[config.mk]
export PLATFORM = sky130hd
export DESIGN_NAME = latency_request_min_aggregator_unit
export DESIGN_NICKNAME = d
export VERILOG_FILES = /design/src/lrma_pkg.sv /design/src/lrma_slot_store.sv /design/src/latency_request_min_aggregator_unit.sv
export SDC_FILE = /design/constraint.sdc
export NUM_CORES = 2
export LEC_CHECK = 0
export BUFFER_PORTS_ARGS = -buffer_cell sky130_fd_sc_hd__buf_2
export CAP_MARGIN = 0
export CORE_MARGIN = 5
export CORE_UTILIZATION = 40
export CTS_CLUSTER_SIZE = 10
export DETAILED_ROUTE_END_ITERATION = 10
export GPL_TIMING_DRIVEN = 0
export HOLD_SLACK_MARGIN = 0.03
export SLEW_MARGIN = 20
export SYNTH_ARGS = -nofsm -noshare
export SYNTH_HDL_FRONTEND = slang
export SYNTH_SLANG_ARGS = --single-unit
[constraint.sdc]
create_clock -name clk -period 7.2 [get_ports clk]
set_clock_uncertainty 0.2 [all_clocks]
set_input_delay 0.36 -clock clk [delete_from_list [all_inputs] [get_ports clk]]
set_output_delay 0.36 -clock clk [all_outputs]
set_load 0.01 [all_outputs]
[src/lrma_pkg.sv]
// Types and constants of the latency request minimum aggregator.
package lrma_pkg;

  localparam int SLOTS      = 32;
  localparam int SLOT_W     = (SLOTS > 1) ? $clog2(SLOTS) : 1;
  localparam int CLASSES    = 2;
  localparam int CLASS_W    = 1;
  localparam int OWNER_BITS = 16;
  localparam int HANDLE_W   = 6;
  localparam int VALUE_W    = 32;
  localparam int CFG_ADDR_W = 1;

  localparam int IN_TDATA_W  = 56;
  localparam int IN_TUSER_W  = 3;
  localparam int OUT_TDATA_W = 80;

  localparam logic signed [VALUE_W-1:0] TOP_VALUE   = 32'sh7FFF_FFFF;
  localparam logic signed [VALUE_W-1:0] NO_REQUESTS = 32'shFFFF_FFFF;

  localparam logic [SLOT_W-1:0]   SLOT_LAST  = SLOT_W'(SLOTS - 1);
  localparam logic [HANDLE_W-1:0] HANDLE_MAX = HANDLE_W'(SLOTS);

  typedef enum logic [1:0] {
    CMD_ADD     = 2'd0,
    CMD_CANCEL  = 2'd1,
    CMD_RELEASE = 2'd2,
    CMD_EVAL    = 2'd3
  } lrma_cmd_t;

  typedef enum logic [1:0] {
    STS_OK        = 2'd0,
    STS_NOT_FOUND = 2'd1,
    STS_FULL      = 2'd2
  } lrma_status_t;

  typedef enum logic [2:0] {
    ST_IDLE,
    ST_SCAN,
    ST_WAIT,
    ST_ADD,
    ST_DONE
  } lrma_state_t;

  typedef struct packed {
    logic [CLASS_W-1:0]    cls;
    logic [VALUE_W-1:0]    value;
    logic [OWNER_BITS-1:0] owner;
  } lrma_entry_t;

endpackage

[src/lrma_slot_store.sv]
// Slot table memory: one write port, one registered read port.
module lrma_slot_store (
  input  logic                             clk,
  input  logic                             wr_en,
  input  logic [lrma_pkg::SLOT_W-1:0]      wr_addr,
  input  lrma_pkg::lrma_entry_t            wr_data,
  input  logic                             rd_en,
  input  logic [lrma_pkg::SLOT_W-1:0]      rd_addr,
  output lrma_pkg::lrma_entry_t            rd_data
);

  lrma_pkg::lrma_entry_t mem [lrma_pkg::SLOTS];
  lrma_pkg::lrma_entry_t rd_data_r;

  always_ff @(posedge clk) begin
    if (wr_en) begin
      mem[wr_addr] <= wr_data;
    end
  end

  always_ff @(posedge clk) begin
    if (rd_en) begin
      rd_data_r <= mem[rd_addr];
    end
  end

  assign rd_data = rd_data_r;

endmodule

[src/latency_request_min_aggregator_unit.sv]
// Top level of the latency request minimum aggregator.
//
// Input channel in_*: one command per transfer (add, cancel by handle,
// release owner, re-evaluate). Output channel out_*: one result per command
// with status, new handle and both class aggregates with change flags.
// Configuration: cfg_we writes cfg_wdata into the floor register picked by
// cfg_addr (0 cpu_dma, 1 network); it takes effect at the next result registered.
//
// Each command scans all 32 slots through the single read port of the slot
// memory, one slot per cycle. After the scan it passes through a wait step and
// an add step, registers the result in its done step and returns to idle,
// where the next command is taken.
// Finished results sit in the output register; the next command is taken
// while a result waits. If out_tready stays low, the following command
// holds in its final step until the register frees up.
// Reset (rst_n low, synchronous) frees every slot, sets both floors and both
// last-reported aggregates to -1 and drops out_tvalid. The slot memory needs
// no clearing pass.
module latency_request_min_aggregator_unit (
  input  logic                                clk,
  input  logic                                rst_n,
  input  logic                                in_tvalid,
  output logic                                in_tready,
  // [31:0] request_value, [37:32] handle_in, [53:38] owner_id, rest zero
  input  logic [lrma_pkg::IN_TDATA_W-1:0]     in_tdata,
  // [1:0] cmd, [2] qos_class
  input  logic [lrma_pkg::IN_TUSER_W-1:0]     in_tuser,
  output logic                                out_tvalid,
  input  logic                                out_tready,
  // [1:0] status, [7:2] handle, [39:8] cpu_latency, [40] cpu_changed,
  // [72:41] net_latency, [73] net_changed, rest zero
  output logic [lrma_pkg::OUT_TDATA_W-1:0]    out_tdata,
  input  logic                                cfg_we,
  input  logic [lrma_pkg::CFG_ADDR_W-1:0]     cfg_addr,
  input  logic [lrma_pkg::VALUE_W-1:0]        cfg_wdata
);

  lrma_pkg::lrma_state_t state_r, state_nxt;

  logic [lrma_pkg::SLOT_W-1:0]     cnt_r;
  logic                            rd_vld_r;
  logic [lrma_pkg::SLOT_W-1:0]     rd_idx_r;
  logic [lrma_pkg::SLOTS-1:0]      used_r, used_nxt;
  logic                            free_found_r;
  logic [lrma_pkg::SLOT_W-1:0]     free_idx_r;
  logic                            out_tvalid_r;
  logic [lrma_pkg::OUT_TDATA_W-1:0] out_tdata_r;

  logic signed [lrma_pkg::VALUE_W-1:0] best_r  [lrma_pkg::CLASSES];
  logic signed [lrma_pkg::VALUE_W-1:0] best_nxt[lrma_pkg::CLASSES];
  logic signed [lrma_pkg::VALUE_W-1:0] rep_r   [lrma_pkg::CLASSES];
  logic signed [lrma_pkg::VALUE_W-1:0] floor_r [lrma_pkg::CLASSES];
  logic signed [lrma_pkg::VALUE_W-1:0] agg     [lrma_pkg::CLASSES];
  logic        [lrma_pkg::CLASSES-1:0] chg;

  lrma_pkg::lrma_cmd_t             cmd_r;
  logic [lrma_pkg::CLASS_W-1:0]    cls_r;
  logic signed [lrma_pkg::VALUE_W-1:0] val_r;
  logic [lrma_pkg::OWNER_BITS-1:0] owner_r;
  lrma_pkg::lrma_status_t          status_r;
  logic [lrma_pkg::HANDLE_W-1:0]   handle_r;

  logic                            in_fire;
  logic                            out_free;
  logic                            load_out;
  logic                            mem_rd_en;
  logic                            mem_wr_en;
  lrma_pkg::lrma_entry_t           rd_data;
  lrma_pkg::lrma_entry_t           wr_data;

  lrma_pkg::lrma_cmd_t             in_cmd;
  logic [lrma_pkg::HANDLE_W-1:0]   in_handle;
  logic [lrma_pkg::SLOT_W-1:0]     in_hidx;
  logic                            cancel_hit;

  logic                            entry_used;
  logic                            rel_hit;
  logic                            count_hit;
  logic signed [lrma_pkg::VALUE_W-1:0] entry_val;
  logic                            add_ok;

  assign in_cmd     = lrma_pkg::lrma_cmd_t'(in_tuser[1:0]);
  assign in_handle  = in_tdata[37:32];
  assign in_hidx    = lrma_pkg::SLOT_W'(in_handle - 1'b1);
  assign cancel_hit = (in_handle != '0) && (in_handle <= lrma_pkg::HANDLE_MAX) &&
                      used_r[in_hidx];
  assign in_fire    = in_tvalid && in_tready;
  assign out_free   = !out_tvalid_r || out_tready;

  assign entry_used = used_r[rd_idx_r];
  assign entry_val  = $signed(rd_data.value);
  assign rel_hit    = rd_vld_r && (cmd_r == lrma_pkg::CMD_RELEASE) && entry_used &&
                      (rd_data.owner == owner_r);
  assign count_hit  = rd_vld_r && entry_used && !rel_hit && (entry_val > 0) &&
                      (entry_val < best_r[rd_data.cls]);
  assign add_ok     = (cmd_r == lrma_pkg::CMD_ADD) && free_found_r;

  assign wr_data.cls   = cls_r;
  assign wr_data.value = val_r;
  assign wr_data.owner = owner_r;

  lrma_slot_store u_slot_store (
    .clk     (clk),
    .wr_en   (mem_wr_en),
    .wr_addr (free_idx_r),
    .wr_data (wr_data),
    .rd_en   (mem_rd_en),
    .rd_addr (cnt_r),
    .rd_data (rd_data)
  );

  // next state
  always_comb begin
    state_nxt = state_r;
    unique case (state_r)
      lrma_pkg::ST_IDLE: if (in_tvalid) state_nxt = lrma_pkg::ST_SCAN;
      lrma_pkg::ST_SCAN: if (cnt_r == lrma_pkg::SLOT_LAST) state_nxt = lrma_pkg::ST_WAIT;
      lrma_pkg::ST_WAIT: state_nxt = lrma_pkg::ST_ADD;
      lrma_pkg::ST_ADD:  state_nxt = lrma_pkg::ST_DONE;
      lrma_pkg::ST_DONE: if (out_free) state_nxt = lrma_pkg::ST_IDLE;
      default:           state_nxt = lrma_pkg::ST_IDLE;
    endcase
  end

  // state outputs
  always_comb begin
    in_tready = 1'b0;
    mem_rd_en = 1'b0;
    mem_wr_en = 1'b0;
    load_out  = 1'b0;
    unique case (state_r)
      lrma_pkg::ST_IDLE: in_tready = 1'b1;
      lrma_pkg::ST_SCAN: mem_rd_en = 1'b1;
      lrma_pkg::ST_WAIT: ;
      lrma_pkg::ST_ADD:  mem_wr_en = add_ok;
      lrma_pkg::ST_DONE: load_out  = out_free;
      default: ;
    endcase
  end

  always_comb begin
    used_nxt = used_r;
    if (in_fire && (in_cmd == lrma_pkg::CMD_CANCEL) && cancel_hit) begin
      used_nxt[in_hidx] = 1'b0;
    end
    if (rel_hit) begin
      used_nxt[rd_idx_r] = 1'b0;
    end
    if (mem_wr_en) begin
      used_nxt[free_idx_r] = 1'b1;
    end
  end

  always_comb begin
    for (int c = 0; c < lrma_pkg::CLASSES; c++) begin
      best_nxt[c] = best_r[c];
    end
    if (in_fire) begin
      for (int c = 0; c < lrma_pkg::CLASSES; c++) begin
        best_nxt[c] = lrma_pkg::TOP_VALUE;
      end
    end else if (count_hit) begin
      best_nxt[rd_data.cls] = entry_val;
    end else if ((state_r == lrma_pkg::ST_ADD) && add_ok && (val_r > 0) &&
                 (val_r < best_r[cls_r])) begin
      best_nxt[cls_r] = val_r;
    end
  end

  always_comb begin
    for (int c = 0; c < lrma_pkg::CLASSES; c++) begin
      agg[c] = (best_r[c] < floor_r[c]) ? floor_r[c] : best_r[c];
      if (agg[c] == lrma_pkg::TOP_VALUE) begin
        agg[c] = lrma_pkg::NO_REQUESTS;
      end
      chg[c] = (agg[c] != rep_r[c]);
    end
  end

  always_ff @(posedge clk) begin
    if (!rst_n) begin
      state_r      <= lrma_pkg::ST_IDLE;
      cnt_r        <= '0;
      rd_vld_r     <= 1'b0;
      used_r       <= '0;
      free_found_r <= 1'b0;
      out_tvalid_r <= 1'b0;
      for (int c = 0; c < lrma_pkg::CLASSES; c++) begin
        rep_r[c]   <= lrma_pkg::NO_REQUESTS;
        floor_r[c] <= lrma_pkg::NO_REQUESTS;
      end
    end else begin
      state_r  <= state_nxt;
      used_r   <= used_nxt;
      rd_vld_r <= mem_rd_en;
      if (in_fire) begin
        cnt_r <= '0;
      end else if (mem_rd_en) begin
        cnt_r <= cnt_r + 1'b1;
      end
      if (in_fire) begin
        free_found_r <= 1'b0;
      end else if (rd_vld_r && !entry_used && !free_found_r) begin
        free_found_r <= 1'b1;
      end
      if (cfg_we) begin
        floor_r[cfg_addr] <= $signed(cfg_wdata);
      end
      if (load_out) begin
        out_tvalid_r <= 1'b1;
        for (int c = 0; c < lrma_pkg::CLASSES; c++) begin
          rep_r[c] <= agg[c];
        end
      end else if (out_tready) begin
        out_tvalid_r <= 1'b0;
      end
    end
  end

  always_ff @(posedge clk) begin
    rd_idx_r <= cnt_r;
    for (int c = 0; c < lrma_pkg::CLASSES; c++) begin
      best_r[c] <= best_nxt[c];
    end
    if (rd_vld_r && !entry_used && !free_found_r) begin
      free_idx_r <= rd_idx_r;
    end
    if (in_fire) begin
      cmd_r    <= in_cmd;
      cls_r    <= in_tuser[2];
      val_r    <= $signed(in_tdata[31:0]);
      owner_r  <= in_tdata[53:38];
      handle_r <= '0;
      if ((in_cmd == lrma_pkg::CMD_CANCEL) && !cancel_hit) begin
        status_r <= lrma_pkg::STS_NOT_FOUND;
      end else begin
        status_r <= lrma_pkg::STS_OK;
      end
    end else if ((state_r == lrma_pkg::ST_ADD) && (cmd_r == lrma_pkg::CMD_ADD)) begin
      if (free_found_r) begin
        handle_r <= lrma_pkg::HANDLE_W'(free_idx_r) + 1'b1;
      end else begin
        status_r <= lrma_pkg::STS_FULL;
      end
    end
    if (load_out) begin
      out_tdata_r <= {6'd0, chg[1], agg[1], chg[0], agg[0], handle_r, status_r};
    end
  end

  assign out_tvalid = out_tvalid_r;
  assign out_tdata  = out_tdata_r;

endmodule

==> results.md <==
* Slew HR at 0.209
* Design area at 0.0957 mm²
* Placement Rows at 166
* Worst Tran Pin Value at 1.19 ns
* Minimum clock period at 5.48 ns
* FF-to-FF path depth at 14
* Final Hold Viols at 0
* Final setup vio count at 0
* Synth-to-layout area growth at 16.8%
* Clk root buf: clkbuf_16
* Unrepaired setup endpoints after global routing: no
* Clk sinks at 1996
* IO Pins at 179
* GRT overflow at 0
* CTS tree: done
* Largest net degree at the start of global routing at 37
* DP Wirelength at 159 mm
* Crit. Startpoint: u_slot_store.rd_data[48]$_DFFE_PP_
* Vias per cell at 5.81
* Initial antenna violation count at 13
* Final antenna-violating net count at 0
* DR iter-0 viols at 4668
* Initial core utilization at 0.401
* Reg2reg setup slack at 1.72 ns
* Ys Warns at 0
* PostCTS Resize Cnt at 0
* Max-Cap Viols at 0
* Number of global-route vias before repair at 45300
* Syn avg cell area at 19.1 µm²
* Yosys reg bits at 1996
* Mapped cell area at 0.0819 mm²
* # fillers at 17100
* Maximum VDD drop at 0.000329 V
* Period utilisation layout at 0.761
* Switching share of power at 0.219
* GP Congestion at 0.916
* NetSw at 5.33 mW
* Total die area at 0.214 mm²
* Crit path to: best_r[0][16]$_SDFFE_PP1P_
* Commonest non-fill, non-tap cell in the layout: edfxtp_1
* Die W at 463 µm
* DRC viols at 0
* R2R Path Start: u_slot_store.rd_data[48]$_DFFE_PP_
* DR vias at 44600
* Fin. max-slew vios at 0
* Post-route total power at 24.4 mW
* Arr. time, crit path at 6.01 ns
* Fmax at 182 MHz
* Int Pwr at 19.1 mW
* Crit start category: flip-flop
* Die height at 463 µm
* Max Buffers Root-to-Sink at 3
* CP Class: flip-flop to flip-flop
* Reg2reg end: best_r[0][16]$_SDFFE_PP1P_
* Most frequent cells in the layout: 1877 x edfxtp_1, 506 x mux4_2, 226 x clkbuf_16
* Seq/Total Area, Yosys at 0.717
* Worst Path Max Fanout at 10
* I/O Buffers at 168
* Post-synth cell types at 73
* Combinational Power Share at 0.051
* Clock Power Share at 0.416
* First-pass GRT wire length at 334 mm
* Core Region at 0.204 mm²
* Wire per inst at 30.4 µm
* Syn Inst Count at 4294
* Status: finished, final reports clean
* Number of detailed-route iterations in the first pass at 5
* Ys async rst share at 0
* EDFF count, synth at 1877
* H-Tree Depth at 4
* Post-Route WL at 233 mm
* Primary FF master, synth: edfxtp_1
* Sequential power share at 0.533
* Placed cell areas at 0.0880 mm²
* CP required at 7.73 ns
* Clk slew on worst S/H paths at 0.06 ns
* Hold crit path type: input port to flip-flop
* TritonCTS Buffers at 223
* CP Capture Type: flip-flop
* Nets at 5140
* LEAKAGE at 30.7 nW
* Layout cells sized above 1 at 0.258
* Clock latency on the worst-skew pair at 0.86 ns
* Pwr dens at 255 mW/mm²
* GRT Resource Usage Total at 0.215
-- Yosys cell counts (10+ instances only) --
library cell     n  area (µm²)
edfxtp_1      1877       56400
mux4_2         506       11400
inv_1          167         627
clkbuf_1       157         589
ha_1           135        1690
nand2_1        127         477
dfxtp_1        119        2380
nor2_1         104         390
a21oi_1         91         455
mux2_2          88         991
mux2i_1         84         841
nor3_1          84         420
or2_2           71         444
nand4_1         68         425
nand2b_1        53         332
xor2_1          51         447
a211oi_1        43         323
nor4_1          43         269
o21ai_0         41         205
o21a_1          38         285
buf_1           35         131
xnor2_1         32         280
o32a_1          31         310
o221ai_1        30         263
nand3_1         29         145
o22ai_1         25         156
buf_2           15        75.1
a21o_1          13        97.6
a221oi_1        10        87.6
nor2b_1         10        62.6
-- layout make-up --
| cell class | count | area, µm² | area share |
|---|---|---|---|
| antenna | 4 | 10.0 | 0.000105 |
| buffer | 215 | 915 | 0.00956 |
| clock buffer | 281 | 5900 | 0.0617 |
| clock inverter | 23 | 373 | 0.00390 |
| inverter | 168 | 703 | 0.00735 |
| multi-input combinational | 1920 | 21800 | 0.227 |
| sequential | 1996 | 58700 | 0.614 |
| tap | 2688 | 3360 | 0.0351 |
| timing repair buffer | 384 | 3940 | 0.0411 |
-- sequential cells by signal, summed over array words and instances (netlist names), 2 cells and up, named ones only --
register              cells
u_slot_store.mem       1568
val_r                    32
u_slot_store.rd_data     49
rep_r                    64
floor_r                  64
best_r                   64
out_tdata                74
status_r                  2
free_idx_r                5
cmd_r                     2
rd_idx_r                  5
handle_r                  6
owner_r                  16
used_r                   32
state_r                   3
cnt_r                     5
-- logic make-up after synthesis --
group	after synthesis	share of synthesized area
flops	1996	0.717
mux	679	0.162
simple gates	636	0.0406
buf+inv	383	0.0182
compound gates	381	0.0327
fa+ha+maj	135	0.0206
xor+xnor	83	0.00887
other cells	1	0.0000458
-- through the flow --
step	TNS, ns	hold WS, ns	util	cells	setup WS (ns)
6_report	0	0.0854	0.469	7679	1.72
5_1_grt	0	0.0506	0.469	7675	1.64
4_1_cts	0	0.0334	0.468	7662	1.81
3_5_place_dp	0	0.156	0.431	7236	1.83
3_3_place_gp	-129.13	0.151	0.422	7155	-2.04
2_1_floorplan	0	0.129	-	4299	1.23
-- metal layers --
layer / wire length, µm / GRT usage / vias to the layer above / part of all wire
met5: 13 / 0 / - / 0.000056
met1: 96400 / 0.295 / 23700 / 0.41
met4: 6460 / 0.0579 / 2 / 0.028
met3: 16500 / 0.0388 / 338 / 0.071
li1: - / - / 18700 / -
met2: 114000 / 0.356 / 1805 / 0.49
-- timing repair --
action                                 in CTS  in global routing
hold buffers                              122                  0
endpoints found under the hold margin     128                  0
setup buffers                               0                  0
-- power by group through the flow --
stage,clock [mW],combinational [mW],sequential (mW)
2_1_floorplan,0,0.698,13.2
3_3_place_gp,0,1.04,13.3
3_5_place_dp,0,1.15,13.3
4_1_cts,10.3,1.21,13.0
5_1_grt,10.8,1.34,13.0
6_report,10.2,1.25,13.0
-- critical path, cell delays in order (launching register included) --
cell and delay, ns:
edfxtp_1 0.51, clkbuf_1 0.50, clkbuf_1 0.62, mux2i_1 0.23, ha_1 0.36, nand4_1 0.10, nor3_1 0.54, o2111ai_1 0.38
a31oi_1 0.26, mux2_2 0.40, buf_2 0.19, o21ai_1 0.30, buf_2 0.32, nor3_1 0.08, a211oi_1 0.34
-- worst min path at each step --
stage	from	endpoint	slack, ns	depth (start not counted)
after global routing	in_tdata[10]	val_r[10]$_DFFE_PP_	0.05	2
final	in_tdata[50]	owner_r[12]$_DFFE_PP_	0.09	2
after global placement	cnt_r[3]$_SDFFE_PP0P_	rd_idx_r[3]$_DFF_P_	0.15	0
after detailed placement	cnt_r[3]$_SDFFE_PP0P_	rd_idx_r[3]$_DFF_P_	0.16	0
after CTS	in_tdata[9]	val_r[9]$_DFFE_PP_	0.03	2
after floorplan	cnt_r[3]$_SDFFE_PP0P_	rd_idx_r[3]$_DFF_P_	0.13	0
No activity file was read; power rests on OpenSTA's default activity.
